`src/hrht_pkg.sv`:
```
`timescale 1ns / 1ps

package hrht_pkg;

   // Default depth of the field capture buffer, in bytes
   localparam int MATCH_BYTES_DEFAULT = 8;

   // Longest name or version string in the tables
   localparam int TEXT_BYTES = 8;

   // Character codes that steer the parse
   localparam logic [7:0] CHAR_CR    = 8'h0D;
   localparam logic [7:0] CHAR_SP    = 8'h20;
   localparam logic [7:0] CHAR_COLON = 8'h3A;

   // Method names; text is right-justified, first character highest
   localparam int METHOD_COUNT = 8;
   localparam logic [63:0] METHOD_TEXT [METHOD_COUNT] = '{
      64'("OPTIONS"), 64'("GET"), 64'("HEAD"), 64'("POST"),
      64'("PUT"), 64'("DELETE"), 64'("TRACE"), 64'("CONNECT")
   };
   localparam int METHOD_LEN [METHOD_COUNT] = '{7, 3, 4, 4, 3, 6, 5, 7};

   // Protocol version strings
   localparam int VERSION_COUNT = 5;
   localparam logic [63:0] VERSION_TEXT [VERSION_COUNT] = '{
      64'("HTTP/0.9"), 64'("HTTP/1.0"), 64'("HTTP/1.1"), 64'("HTTP/2.0"),
      64'("HTTP/3.0")
   };
   localparam int VERSION_LEN [VERSION_COUNT] = '{8, 8, 8, 8, 8};

   localparam logic [3:0] METHOD_UNKNOWN  = 4'd0;
   localparam logic [2:0] VERSION_UNKNOWN = 3'd0;

   // Role tag carried with each byte
   typedef enum logic [2:0] {
      ROLE_METHOD = 3'd0,
      ROLE_URI    = 3'd1,
      ROLE_VER    = 3'd2,
      ROLE_SEP    = 3'd3,
      ROLE_NAME   = 3'd4,
      ROLE_VALUE  = 3'd5,
      ROLE_END    = 3'd6,
      ROLE_BODY   = 3'd7
   } role_type;

   // One result item
   typedef struct packed {
      logic [7:0] byte_out;
      role_type   role;
      logic [3:0] method_code;
      logic [2:0] version_code;
      logic       codes_valid;
      logic       header_end;
      logic       headers_done;
   } result_type;

endpackage

```
`src/hrht_match.sv`:
```
`timescale 1ns / 1ps

module hrht_match
   import hrht_pkg::*;
#(
   parameter int MATCH_BYTES = MATCH_BYTES_DEFAULT,
   localparam int LEN_W = $clog2(MATCH_BYTES + 2)
) (
   input  logic [MATCH_BYTES-1:0][7:0] match_buf,
   input  logic [LEN_W-1:0]            match_len,
   input  logic [7:0]                  data_byte,
   input  logic                        push,
   output logic [3:0]                  method_code,
   output logic [2:0]                  version_code
);

   logic [TEXT_BYTES-1:0][7:0] view_byte;
   logic [LEN_W-1:0]           view_len;
   logic [METHOD_COUNT-1:0]    method_hit;
   logic [VERSION_COUNT-1:0]   version_hit;

   // Form the field as it stands with the current byte appended
   always_comb begin
      for (int k = 0; k < TEXT_BYTES; k++) begin
         view_byte[k] = (push && (match_len == LEN_W'(k))) ? data_byte : match_buf[k];
      end
      if (!push) begin
         view_len = match_len;
      end else if (match_len < LEN_W'(MATCH_BYTES)) begin
         view_len = match_len + LEN_W'(1);
      end else begin
         view_len = LEN_W'(MATCH_BYTES + 1);
      end
   end

   // Compare against every method name and version string; an overlong field fails on length
   always_comb begin
      for (int i = 0; i < METHOD_COUNT; i++) begin
         method_hit[i] = (view_len == LEN_W'(METHOD_LEN[i]));
         for (int k = 0; k < TEXT_BYTES; k++) begin
            if (k < METHOD_LEN[i]) begin
               if (view_byte[k] != METHOD_TEXT[i][8*(METHOD_LEN[i]-1-k) +: 8]) begin
                  method_hit[i] = 1'b0;
               end
            end
         end
      end
      for (int i = 0; i < VERSION_COUNT; i++) begin
         version_hit[i] = (view_len == LEN_W'(VERSION_LEN[i]));
         for (int k = 0; k < TEXT_BYTES; k++) begin
            if (k < VERSION_LEN[i]) begin
               if (view_byte[k] != VERSION_TEXT[i][8*(VERSION_LEN[i]-1-k) +: 8]) begin
                  version_hit[i] = 1'b0;
               end
            end
         end
      end
   end

   // Encode the first hit
   always_comb begin
      method_code = METHOD_UNKNOWN;
      for (int i = METHOD_COUNT - 1; i >= 0; i--) begin
         if (method_hit[i]) begin
            method_code = 4'(i + 1);
         end
      end
      version_code = VERSION_UNKNOWN;
      for (int i = VERSION_COUNT - 1; i >= 0; i--) begin
         if (version_hit[i]) begin
            version_code = 3'(i + 1);
         end
      end
   end

endmodule

```
`src/hrht_parse.sv`:
```
`timescale 1ns / 1ps

module hrht_parse
   import hrht_pkg::*;
#(
   parameter int MATCH_BYTES = MATCH_BYTES_DEFAULT
) (
   input  logic       clock,
   input  logic       reset,
   input  logic       step,
   input  logic [7:0] data_byte,
   input  logic       last,
   output result_type result
);

   localparam int LEN_W = $clog2(MATCH_BYTES + 2);
   localparam int IDX_W = $clog2(MATCH_BYTES);

   typedef enum logic [7:0] {
      PH_METHOD      = 8'b0000_0001,
      PH_URI         = 8'b0000_0010,
      PH_VERSION     = 8'b0000_0100,
      PH_LINE_START  = 8'b0000_1000,
      PH_NAME        = 8'b0001_0000,
      PH_AFTER_COLON = 8'b0010_0000,
      PH_VALUE       = 8'b0100_0000,
      PH_BODY        = 8'b1000_0000
   } phase_type;

   phase_type                   phase_ff, phase_in;
   logic [MATCH_BYTES-1:0][7:0] match_buf_ff;
   logic [LEN_W-1:0]            match_len_ff, match_len_in;
   logic [3:0]                  method_held_ff, method_held_in;
   logic                        skip_ff, skip_in;

   logic       push;
   logic       clear;
   logic       line_end;
   logic [3:0] match_method;
   logic [2:0] match_version;

   hrht_match #(
      .MATCH_BYTES (MATCH_BYTES)
   ) u_match (
      .match_buf    (match_buf_ff),
      .match_len    (match_len_ff),
      .data_byte    (data_byte),
      .push         (push),
      .method_code  (match_method),
      .version_code (match_version)
   );

   // Classify the byte and work out the next state
   always_comb begin
      phase_in       = phase_ff;
      method_held_in = method_held_ff;
      skip_in        = skip_ff;
      push           = 1'b0;
      clear          = 1'b0;
      line_end       = 1'b0;
      result         = '0;
      result.byte_out = data_byte;
      result.role     = ROLE_SEP;

      if (skip_ff) begin
         skip_in = 1'b0;
      end else begin
         unique case (phase_ff)
            PH_METHOD, PH_URI, PH_VERSION: begin
               line_end = (data_byte == CHAR_CR);
               if (!line_end) begin
                  if (phase_ff == PH_METHOD) begin
                     if (data_byte == CHAR_SP) begin
                        method_held_in = match_method;
                        clear          = 1'b1;
                        phase_in       = PH_URI;
                     end else begin
                        push        = 1'b1;
                        result.role = ROLE_METHOD;
                     end
                  end else if (phase_ff == PH_URI) begin
                     if (data_byte == CHAR_SP) begin
                        clear    = 1'b1;
                        phase_in = PH_VERSION;
                     end else begin
                        result.role = ROLE_URI;
                     end
                  end else begin
                     push        = 1'b1;
                     result.role = ROLE_VER;
                  end
               end
               // Report the codes at the end of the line or of the buffer
               if (line_end || last) begin
                  result.codes_valid  = 1'b1;
                  result.method_code  = (phase_ff == PH_METHOD) ? match_method
                                                                : method_held_ff;
                  result.version_code = (phase_ff == PH_VERSION) ? match_version
                                                                 : VERSION_UNKNOWN;
               end
               if (line_end) begin
                  phase_in = PH_LINE_START;
                  skip_in  = 1'b1;
               end
            end
            PH_LINE_START: begin
               if (data_byte == CHAR_CR) begin
                  result.role         = ROLE_END;
                  result.headers_done = 1'b1;
                  phase_in            = PH_BODY;
                  skip_in             = 1'b1;
               end else if (data_byte == CHAR_COLON) begin
                  phase_in = PH_AFTER_COLON;
               end else begin
                  result.role = ROLE_NAME;
                  phase_in    = PH_NAME;
               end
            end
            PH_NAME: begin
               if (data_byte == CHAR_COLON) begin
                  phase_in = PH_AFTER_COLON;
               end else begin
                  result.role = ROLE_NAME;
               end
            end
            PH_AFTER_COLON, PH_VALUE: begin
               if ((phase_ff == PH_AFTER_COLON) && (data_byte == CHAR_SP)) begin
                  phase_in = PH_VALUE;
               end else if (data_byte == CHAR_CR) begin
                  result.header_end = 1'b1;
                  phase_in          = PH_LINE_START;
                  skip_in           = 1'b1;
               end else begin
                  result.role = ROLE_VALUE;
                  phase_in    = PH_VALUE;
               end
            end
            default: begin
               result.role = ROLE_BODY;
            end
         endcase
      end

      // Advance the capture length; saturate one past the buffer depth
      if (clear) begin
         match_len_in = '0;
      end else if (push) begin
         match_len_in = (match_len_ff < LEN_W'(MATCH_BYTES))
                        ? match_len_ff + LEN_W'(1) : LEN_W'(MATCH_BYTES + 1);
      end else begin
         match_len_in = match_len_ff;
      end
   end

   // Hold parse state; return to the start after the last byte
   always_ff @(posedge clock) begin
      if (reset) begin
         phase_ff       <= PH_METHOD;
         match_len_ff   <= '0;
         method_held_ff <= METHOD_UNKNOWN;
         skip_ff        <= 1'b0;
      end else if (step) begin
         if (last) begin
            phase_ff       <= PH_METHOD;
            match_len_ff   <= '0;
            method_held_ff <= METHOD_UNKNOWN;
            skip_ff        <= 1'b0;
         end else begin
            phase_ff       <= phase_in;
            match_len_ff   <= match_len_in;
            method_held_ff <= method_held_in;
            skip_ff        <= skip_in;
         end
      end
   end

   // Capture field bytes; entries past the length are never compared
   always_ff @(posedge clock) begin
      if (step && push && (match_len_ff < LEN_W'(MATCH_BYTES))) begin
         match_buf_ff[match_len_ff[IDX_W-1:0]] <= data_byte;
      end
   end

endmodule

```
`src/http_request_head_tokenizer_top.sv`:
```
`timescale 1ns / 1ps

// Channel   Dir  Handshake              Payload
// req_      in   req_tvalid/req_tready  tdata[7:0] data_byte, tlast last
// rsp_      out  rsp_tvalid/rsp_tready  tdata byte_out, method/version codes, flags;
//                                       tuser role
//
// One byte in and one result out per cycle when the output side keeps taking.
// The path runs through an input register, then the parse logic and the result
// register. Capture and code matching finish in the same cycle as the byte.
// Reset (synchronous) empties both registers and puts the parser at the method.
// A stalled output holds its result; the input register still takes one byte.

module http_request_head_tokenizer_top
   import hrht_pkg::*;
#(
   parameter int MATCH_BYTES = MATCH_BYTES_DEFAULT
) (
   input  logic        clock,
   input  logic        reset,
   input  logic        req_tvalid,
   output logic        req_tready,
   input  logic [7:0]  req_tdata,  // [7:0] data_byte
   input  logic        req_tlast,  // last
   output logic        rsp_tvalid,
   input  logic        rsp_tready,
   output logic [23:0] rsp_tdata,  // [7:0] byte_out, [11:8] method_code,
                                   // [14:12] version_code, [15] codes_valid,
                                   // [16] header_end, [17] headers_done, rest zero
   output logic [2:0]  rsp_tuser   // [2:0] role
);

   logic       in_valid_ff;
   logic [7:0] in_byte_ff;
   logic       in_last_ff;
   logic       out_valid_ff;
   result_type out_result_ff;
   result_type parse_result;
   logic       advance;

   // Move the held item into the result register when there is room
   assign advance    = in_valid_ff && (!out_valid_ff || rsp_tready);
   assign req_tready = !in_valid_ff || advance;

   // Input register
   always_ff @(posedge clock) begin
      if (reset) begin
         in_valid_ff <= 1'b0;
      end else if (req_tready) begin
         in_valid_ff <= req_tvalid;
      end
   end

   always_ff @(posedge clock) begin
      if (req_tvalid && req_tready) begin
         in_byte_ff <= req_tdata;
         in_last_ff <= req_tlast;
      end
   end

   hrht_parse #(
      .MATCH_BYTES (MATCH_BYTES)
   ) u_parse (
      .clock     (clock),
      .reset     (reset),
      .step      (advance),
      .data_byte (in_byte_ff),
      .last      (in_last_ff),
      .result    (parse_result)
   );

   // Result register
   always_ff @(posedge clock) begin
      if (reset) begin
         out_valid_ff <= 1'b0;
      end else if (advance) begin
         out_valid_ff <= 1'b1;
      end else if (rsp_tready) begin
         out_valid_ff <= 1'b0;
      end
   end

   always_ff @(posedge clock) begin
      if (advance) begin
         out_result_ff <= parse_result;
      end
   end

   assign rsp_tvalid = out_valid_ff;
   assign rsp_tuser  = out_result_ff.role;
   assign rsp_tdata  = {6'b0,
                        out_result_ff.headers_done,
                        out_result_ff.header_end,
                        out_result_ff.codes_valid,
                        out_result_ff.version_code,
                        out_result_ff.method_code,
                        out_result_ff.byte_out};

`ifndef SYNTHESIS
   // Codes appear only on request-line bytes
   a_codes_role: assert property (@(posedge clock) disable iff (reset)
      (rsp_tvalid && out_result_ff.codes_valid) |->
         (out_result_ff.role == ROLE_METHOD || out_result_ff.role == ROLE_URI ||
          out_result_ff.role == ROLE_VER || out_result_ff.role == ROLE_SEP))
      else $error("codes reported outside the request line");

   // Codes read zero when not reported
   a_codes_zero: assert property (@(posedge clock) disable iff (reset)
      (rsp_tvalid && !out_result_ff.codes_valid) |->
         (out_result_ff.method_code == METHOD_UNKNOWN &&
          out_result_ff.version_code == VERSION_UNKNOWN))
      else $error("stray method or version code");

   // End of headers is a CR tagged as end mark
   a_done_cr: assert property (@(posedge clock) disable iff (reset)
      (rsp_tvalid && out_result_ff.headers_done) |->
         (out_result_ff.role == ROLE_END && out_result_ff.byte_out == CHAR_CR))
      else $error("headers_done on a byte other than an end-mark CR");

   // Header line end is a CR tagged as separator
   a_hend_cr: assert property (@(posedge clock) disable iff (reset)
      (rsp_tvalid && out_result_ff.header_end) |->
         (out_result_ff.role == ROLE_SEP && out_result_ff.byte_out == CHAR_CR &&
          !out_result_ff.headers_done))
      else $error("header_end on a byte other than a separator CR");
`endif

endmodule
```
`config.mk`:
```
export PLATFORM = sky130hd
export DESIGN_NAME = http_request_head_tokenizer_top
export DESIGN_NICKNAME = d
export VERILOG_FILES = /design/src/hrht_pkg.sv /design/src/hrht_match.sv /design/src/hrht_parse.sv /design/src/http_request_head_tokenizer_top.sv
export SDC_FILE = /design/constraint.sdc
export NUM_CORES = 1
export LEC_CHECK = 0
export ABC_AREA = 1
export BUFFER_PORTS_ARGS = -buffer_cell sky130_fd_sc_hd__buf_2
export CORE_MARGIN = 1
export CORE_UTILIZATION = 51
export CTS_CLUSTER_SIZE = 16
export DETAILED_ROUTE_END_ITERATION = 12
export HOLD_SLACK_MARGIN = 0.15
export PLACE_DENSITY = 0.71
export SLEW_MARGIN = 20
export SYNTH_ARGS = -nofsm -noshare
export SYNTH_HDL_FRONTEND = slang
export SYNTH_SLANG_ARGS = --single-unit
```
`constraint.sdc`:
```
create_clock -name clock -period 2.7 [get_ports clock]
set_input_delay 0.405 -clock clock [delete_from_list [all_inputs] [get_ports clock]]
set_output_delay 0.405 -clock clock [all_outputs]
set_load 0.02 [all_outputs]
```
==> metrics.yaml, run 1 <==
gp_congestion: 0.9747
hold_viol: 0
grt_use_total: 0.3106
finalWirelength_mm: 24.15
p_per_area_nw_per_um2: 659.3
p_seq_frac: 0.314
io_buffers: 35
grt_max_degree: 27
setup_ws_ps: -158.6
status: "complete, but fails checks"
hp-class: "in -> reg"
dpl_cell_area_um2: 7825
swShare: 0.3269
wl_per_cell_um: 19.20
rr_startpoint: "in_byte_ff[3]$_DFFE_PP_"
ys_seq_area_frac: 0.4703
ir_drop_mv: 0.5867
worstPathMaxFanout: 7
power.total_mw: 6.386
dieArea_um2: 13820
synth_async_sr_flop_share: 0
max_slew.worst_pin.slew_ps: 544.2
reg2reg_to: "rsp_tdata[14]$_SDFFCE_PP0P_"
synth_edf_count: 94
vias: 7227
syn2layout_area_growth_pct: 42.22
antenna_cells: 0
finClkSkew_ps: 9.993
cap_violations: 0
rsz0062_at_grt: "true"
fmax_mhz: 349.8
worst_setup_hold_path_clk_slew_ps: 60
cts_tree: "built"
core_um2: 12820
slew_viol_final: 0
multiInputGateArea_um2: 3756
p_switching_mw: 2.088
dp_hpwl_mm: 15.66
num-fill-cells: 908
required_ps: 2880
syn_area_per_cell_um2: 7.635
reg2reg_slack_ps: -160
layout-drive-gt1-share: 0.3913
fin_nets: 1090
p_clk_frac: 0.364
synth-seq-cells: 113
arrival_ps: 3040
maxSlewHeadroom: 0.6342
crit_path_start_kind: "flop"
p_int_mw: 4.298
chipHeight_um: 117.6
violations: "negative setup slack"
period_share: 1.059
cts-buffers-inserted: 17
ant_nets: 0
synth_flop_cell: "edfxtp_1"
grt_pass1_wl_mm: 32.29
cts_buffer_depth: 2
p_leak_nw: 4.210
dieWidth_um: 117.6
synth_cell_type_count: 40
htree_levels: 4
startpoint: "in_byte_ff[3]$_DFFE_PP_"
synthCells: 892
min_period_ps: 2859
std_cell_rows: 41
dr.pass1.iters: 6
final-seq-area_um2: 3207
grt_overflow: 0
instances_no_fill: 1258
clock_latency_ps: 430
cts_sinks: 113
io_pins: 42
first_global_vias: 6033
yosysWarnings: 0
p_comb_frac: 0.321
drt_iter0_drc: 908
setup_viol: 8
synth_area_um2: 6810
clockRootBuffer: "clkbuf_16"
fin_area_um2: 9686
floorplan.initialDensity: 0.5310
viasPerCell: 5.745
critPathCapture: "rsp_tdata[14]$_SDFFCE_PP0P_"
place_inst: 1176
drc: 0
path_class: "reg -> reg"
antenna_found_initial: 0
cp-end-kind: "flop"
reg2reg_depth: 17
[cell usage after synthesis, types with 9 or more instances]
cell type / number / area share
nor2_2: 14 / 0.013
inv_1: 88 / 0.049
nor3_1: 24 / 0.018
edfxtp_1: 94 / 0.41
o21ai_0: 10 / 0.0073
nand2_1: 270 / 0.15
nand3_1: 94 / 0.069
nand2_2: 13 / 0.012
nor2_1: 124 / 0.068
inv_2: 18 / 0.0099
buf_4: 9 / 0.0099
dfxtp_1: 19 / 0.056
nand4_1: 18 / 0.017
a21oi_1: 25 / 0.018
[sequential cells by signal, indices dropped and copies added (netlist names)]
| name | flops |
|---|---|
| u_parse.match_buf_ff | 64 |
| rsp_tdata | 18 |
| in_byte_ff | 8 |
| u_parse.phase_ff | 8 |
| u_parse.match_len_ff | 4 |
| u_parse.method_held_ff | 4 |
| rsp_tuser | 3 |
| in_last_ff | 1 |
| in_valid_ff | 1 |
| rsp_tvalid | 1 |
| u_parse.skip_ff | 1 |
[worst max-delay path: stages (launching register included)]
cell and delay [ps]:
edfxtp_1 460, buf_6 160, nand4_4 100, nor2_4 70
nor2_8 130, nand2_4 90, nor2_8 200, buf_12 140
clkbuf_16 140, nand3_1 80, nand2_1 160, nand2_1 90
nor3b_2 280, nand3_1 100, nor2_1 200, nand2_2 90
nand2_2 70, a21oi_1 40
[cells by family after synthesis]
group | count (synthesis) | synth area share
simple gates | 587 | 0.3926
compound gates | 53 | 0.04446
flops | 113 | 0.4703
fa+ha+maj | 4 | 0.007349
other cells | 1 | 0.0005506
buf+inv | 134 | 0.08469
[power by group through the flow]
stage	Clock [mW]	Sequential (mW)	Combinational [mW]
after floorplan	0	2.07	0.823
after global placement	0	2.04	1.39
after detailed placement	0	2.04	1.39
after CTS	2.33	2.00	1.42
after global routing	2.40	2.01	2.14
final	2.33	2.01	2.05
[layout make-up]
class	instances	area share
clock buffer	17	0.04392
timing repair buffer	184	0.1545
clock inverter	15	0.01873
inverter	107	0.04173
multi-input combinational	650	0.3878
tap	172	0.02222
sequential	113	0.3311
[routing by layer]
layer  global-route usage  wire length [um]  vias to the layer above
li1                     -                 -                     3281
met1               0.4392              9677                     3324
met2               0.4589             10980                      516
met3              0.07025              2408                      106
met4               0.1274              1084                        0
met5                    0                 0                        -
[worst min-delay path by stage]
stage          slack (ps)  depth (start not counted)                                      to                                   start
2_1_floorplan         440                          2  u_parse.method_held_ff[0]$_SDFFE_PP0P_  u_parse.method_held_ff[0]$_SDFFE_PP0P_
3_3_place_gp          450                          2  u_parse.method_held_ff[3]$_SDFFE_PP0P_  u_parse.method_held_ff[3]$_SDFFE_PP0P_
3_5_place_dp          460                          2  u_parse.method_held_ff[3]$_SDFFE_PP0P_  u_parse.method_held_ff[3]$_SDFFE_PP0P_
4_1_cts               150                          1                 in_byte_ff[2]$_DFFE_PP_                            req_tdata[2]
5_1_grt               150                          1                 in_byte_ff[2]$_DFFE_PP_                            req_tdata[2]
6_report              160                          1                 in_byte_ff[2]$_DFFE_PP_                            req_tdata[2]
[metrics by stage]
| step | TNS (ps) | util | worst slack, ps | hold slack, ps |
|---|---|---|---|---|
| finish | -708.1 | 0.7552 | -158.6 | 158.9 |
| global route | -2685 | 0.7552 | -341.2 | 150.2 |
| CTS | -0.05107 | 0.6725 | -0.05107 | 151.9 |
| detailed placement | -219.8 | 0.6101 | -58.03 | 456.4 |
| global placement | -54.73 | 0.6101 | -26.35 | 450.7 |
| floorplan | 0 | - | 123.7 | 440.9 |
[layout by cell type (no fill, tap or decap), drive strengths merged, types with 12 or more instances in the layout]
master	netlist	routed
nand4	20	20
o21ai	12	12
buf	21	172
nand2	285	285
clkbuf	6	21
nand3	99	99
nor2	146	146
inv	106	112
edfxtp	94	94
nor3	25	25
a21oi	25	25
dfxtp	19	19
[repair_timing]
item / CTS / global route
gates resized for setup: 5 / 207
pin swaps: 3 / 108
setup endpoints to repair: 8 / 19
endpoints found under the hold margin: 8 / 0
buffers inserted: 13 / 25
hold buffers: 8 / 0
gates cloned: 0 / 6
Power figures use the tool's default switching activity.
==> run 2: changes to the inputs <==
--- a/config.mk
+++ b/config.mk
@@ -8,11 +8,11 @@
 export ABC_AREA = 1
 export BUFFER_PORTS_ARGS = -buffer_cell sky130_fd_sc_hd__buf_2
 export CORE_MARGIN = 1
-export CORE_UTILIZATION = 51
+export CORE_UTILIZATION = 56
 export CTS_CLUSTER_SIZE = 16
 export DETAILED_ROUTE_END_ITERATION = 12
 export HOLD_SLACK_MARGIN = 0.15
-export PLACE_DENSITY = 0.71
+export PLACE_DENSITY = 0.77
 export SLEW_MARGIN = 20
 export SYNTH_ARGS = -nofsm -noshare
 export SYNTH_HDL_FRONTEND = slang
==> run 2 against run 1 <==
The run still ends with negative setup slack left; global-route usage grew 4.8 points; sequential share of layout area grew 1.9 points; clock-buffer cell count grew 3; cell count shrank 4.1%; clock power is essentially flat; core utilization grew 3.3 points; die area shrank 8.8%; register-to-register slack lost 60 ps; non-clock buffer count shrank 24; combinational power shrank 15%; hold slack lost 12 ps; largest cell class unchanged.
==> metrics.yaml, run 2 (synthesis gave the netlist of run 1 again) <==
status: "complete, but fails checks"  # unchanged
violations: "negative setup slack"  # unchanged
wl_per_cell_um: 19.70  # was 19.20 um
floorplan.initialDensity: 0.5864  # was 0.5310
finalWirelength_mm: 23.76  # was 24.15 mm
viasPerCell: 5.809  # was 5.745
cts_tree: "built"  # unchanged
startpoint: "in_byte_ff[5]$_DFFE_PP_"  # was in_byte_ff[3]$_DFFE_PP_
fin_nets: 1067  # was 1090
slew_viol_final: 0  # unchanged
path_class: "reg -> reg"  # unchanged
setup_ws_ps: -217.1  # was -158.6 ps
largest_register_ffs: 64  # unchanged
layout-drive-gt1-share: 0.3236  # was 0.3913
tns_ps: -2531  # was -708.1 ps
cp-end-kind: "flop"  # unchanged
worstPathMaxFanout: 8  # was 7
ir_drop_mv: 0.7745  # was 0.5867 mV
clock_latency_ps: 440  # was 430 ps
post-place-ws_ps: -93.79  # was -58.03 ps
hp-class: "in -> reg"  # unchanged
cts_sinks: 113  # unchanged
ant_nets: 0  # unchanged
maxSlewHeadroom: 0.5955  # was 0.6342
std_cell_rows: 39  # was 41
finClkSkew_ps: 20.25  # was 9.993 ps
p_leak_nw: 4.017  # was 4.210 nW
grt_overflow: 0  # unchanged
antenna_cells: 0  # unchanged
min_period_ps: 2917  # was 2859 ps
grt_max_degree: 33  # was 27
cap_violations: 0  # unchanged
drt_iter0_drc: 1100  # was 908
place_inst: 1137  # was 1176
rr_startpoint: "in_byte_ff[5]$_DFFE_PP_"  # was in_byte_ff[3]$_DFFE_PP_
fmax_mhz: 342.8  # was 349.8 MHz
reg2reg_slack_ps: -220  # was -160 ps
instances_no_fill: 1206  # was 1258
htree_levels: 4  # unchanged
crit_path_start_kind: "flop"  # unchanged
setup_viol: 19  # was 8
clockRootBuffer: "clkbuf_16"  # unchanged
p_per_area_nw_per_um2: 665.3  # was 659.3 nW/um^2
required_ps: 2870  # was 2880 ps
hold_viol: 0  # unchanged
gp_congestion: 1.005  # was 0.9747
core_um2: 11610  # was 12820 um^2
dieArea_um2: 12610  # was 13820 um^2
max_slew.worst_pin.slew_ps: 600.4  # was 544.2 ps
layout_commonest_cell: "nand2_1"  # unchanged
chipHeight_um: 112.3  # was 117.6 um
worst_setup_hold_path_clk_slew_ps: 60  # about the same
grt_pass1_wl_mm: 33.31  # was 32.29 mm
io_buffers: 35  # unchanged
syn2layout_area_growth_pct: 34.48  # was 42.22%
dr.pass1.iters: 8  # was 6
arrival_ps: 3090  # was 3040 ps
grt_use_total: 0.3586  # was 0.3106
drc: 0  # unchanged
antenna_found_initial: 0  # unchanged
rsz0062_at_grt: "true"  # unchanged
period_share: 1.080  # was 1.059
io_pins: 42  # unchanged
cts-buffers-inserted: 17  # unchanged
first_global_vias: 6199  # was 6033
power.total_mw: 6.093  # was 6.386 mW
vias: 7006  # was 7227
dp_hpwl_mm: 15.36  # was 15.66 mm
cts_buffer_depth: 2  # unchanged
dieWidth_um: 112.3  # was 117.6 um
hp-start: "req_tdata[1]"  # was req_tdata[2]
final_cell_mix: "nand2_1, buf_4, nor2_1"  # was nand2_1, buf_4, edfxtp_1
==> run 2: changes by cell type in the layout (fill, tap and decap cells not counted), moves of 4 or more <==
| cell | change |
|---|---|
| nand2_1 | +23 |
| nand2_4 | -11 |
| nand2_2 | -13 |
| nand3_1 | +15 |
| nor2_2 | -10 |
| inv_6 | -4 |
| nor2_1 | +11 |
| buf_4 | -22 |
| nand3_2 | -13 |
==> run 2: repair_timing <==
action | 4_1_cts | 5_1_grt
cloned | 1 | 3
resized for setup | 27 | 118
hold endpoints to repair | 4 | 4
hold buffers | 4 | 4
setup endpoints to repair | 10 | 15
buffers inserted | 11 | 14
pin swaps | 15 | 54
==> run 2: layout make-up <==
class	instances	area [um^2]
clock inverter	12	161.4
clock buffer	20	436.7
fill	795	2455
multi-input combinational	651	3513
sequential	113	3203
timing repair buffer	160	1259
inverter	107	406.6
tap	143	178.9
==> run 2: worst max-delay path, stage by stage, from the launching register on <==
cell	delay (ps)
edfxtp_1	420
inv_2	70
nor2_1	180
nand2_2	110
nor2_4	160
nand2_4	110
nand3_4	100
nor2_4	50
buf_12	140
buf_6	130
nand2_1	70
nand2_2	90
nor2_4	110
nand2_1	80
nor2_1	110
nand2_1	100
nor2_2	140
nand3_2	140
nor2_2	130
nand2_2	70
nand2_2	70
a21oi_1	40
==> run 2: per-layer routing <==
layer | global-route usage | vias up | routed length (um)
met4 | 0.1342 | 0 | 910
met5 | 0 | - | 0
met3 | 0.09287 | 85 | 2360
met1 | 0.4918 | 3234 | 9583
met2 | 0.5491 | 449 | 10900
li1 | - | 3238 | -
==> run 2: where the power goes <==
group / internal (mW) / total (mW) / switching (mW) / leakage, nW
Combinational: 0.683 / 1.75 / 1.07 / 2.72
Sequential: 1.97 / 2.01 / 0.0404 / 1.02
Clock: 1.45 / 2.33 / 0.880 / 0.280
==> run 2: path summary, 6_finish.rpt <==
check / to / cells past startpoint
max: rsp_tdata[14]$_SDFFCE_PP0P_ / 21
min: in_byte_ff[1]$_DFFE_PP_ / 1
max reg2reg: rsp_tdata[14]$_SDFFCE_PP0P_ / 21
min reg2reg: u_parse.method_held_ff[3]$_SDFFE_PP0P_ / 2
==> run 2: metrics by stage <==
step	instance area [um^2]	hold WS (ps)	util
2_1_floorplan	6829	440.9	-
3_3_place_gp	7701	453.6	0.6631
3_5_place_dp	7701	456.0	0.6631
4_1_cts	8527	150.1	0.7342
5_1_grt	9159	150.1	0.7886
6_report	9159	147.3	0.7886
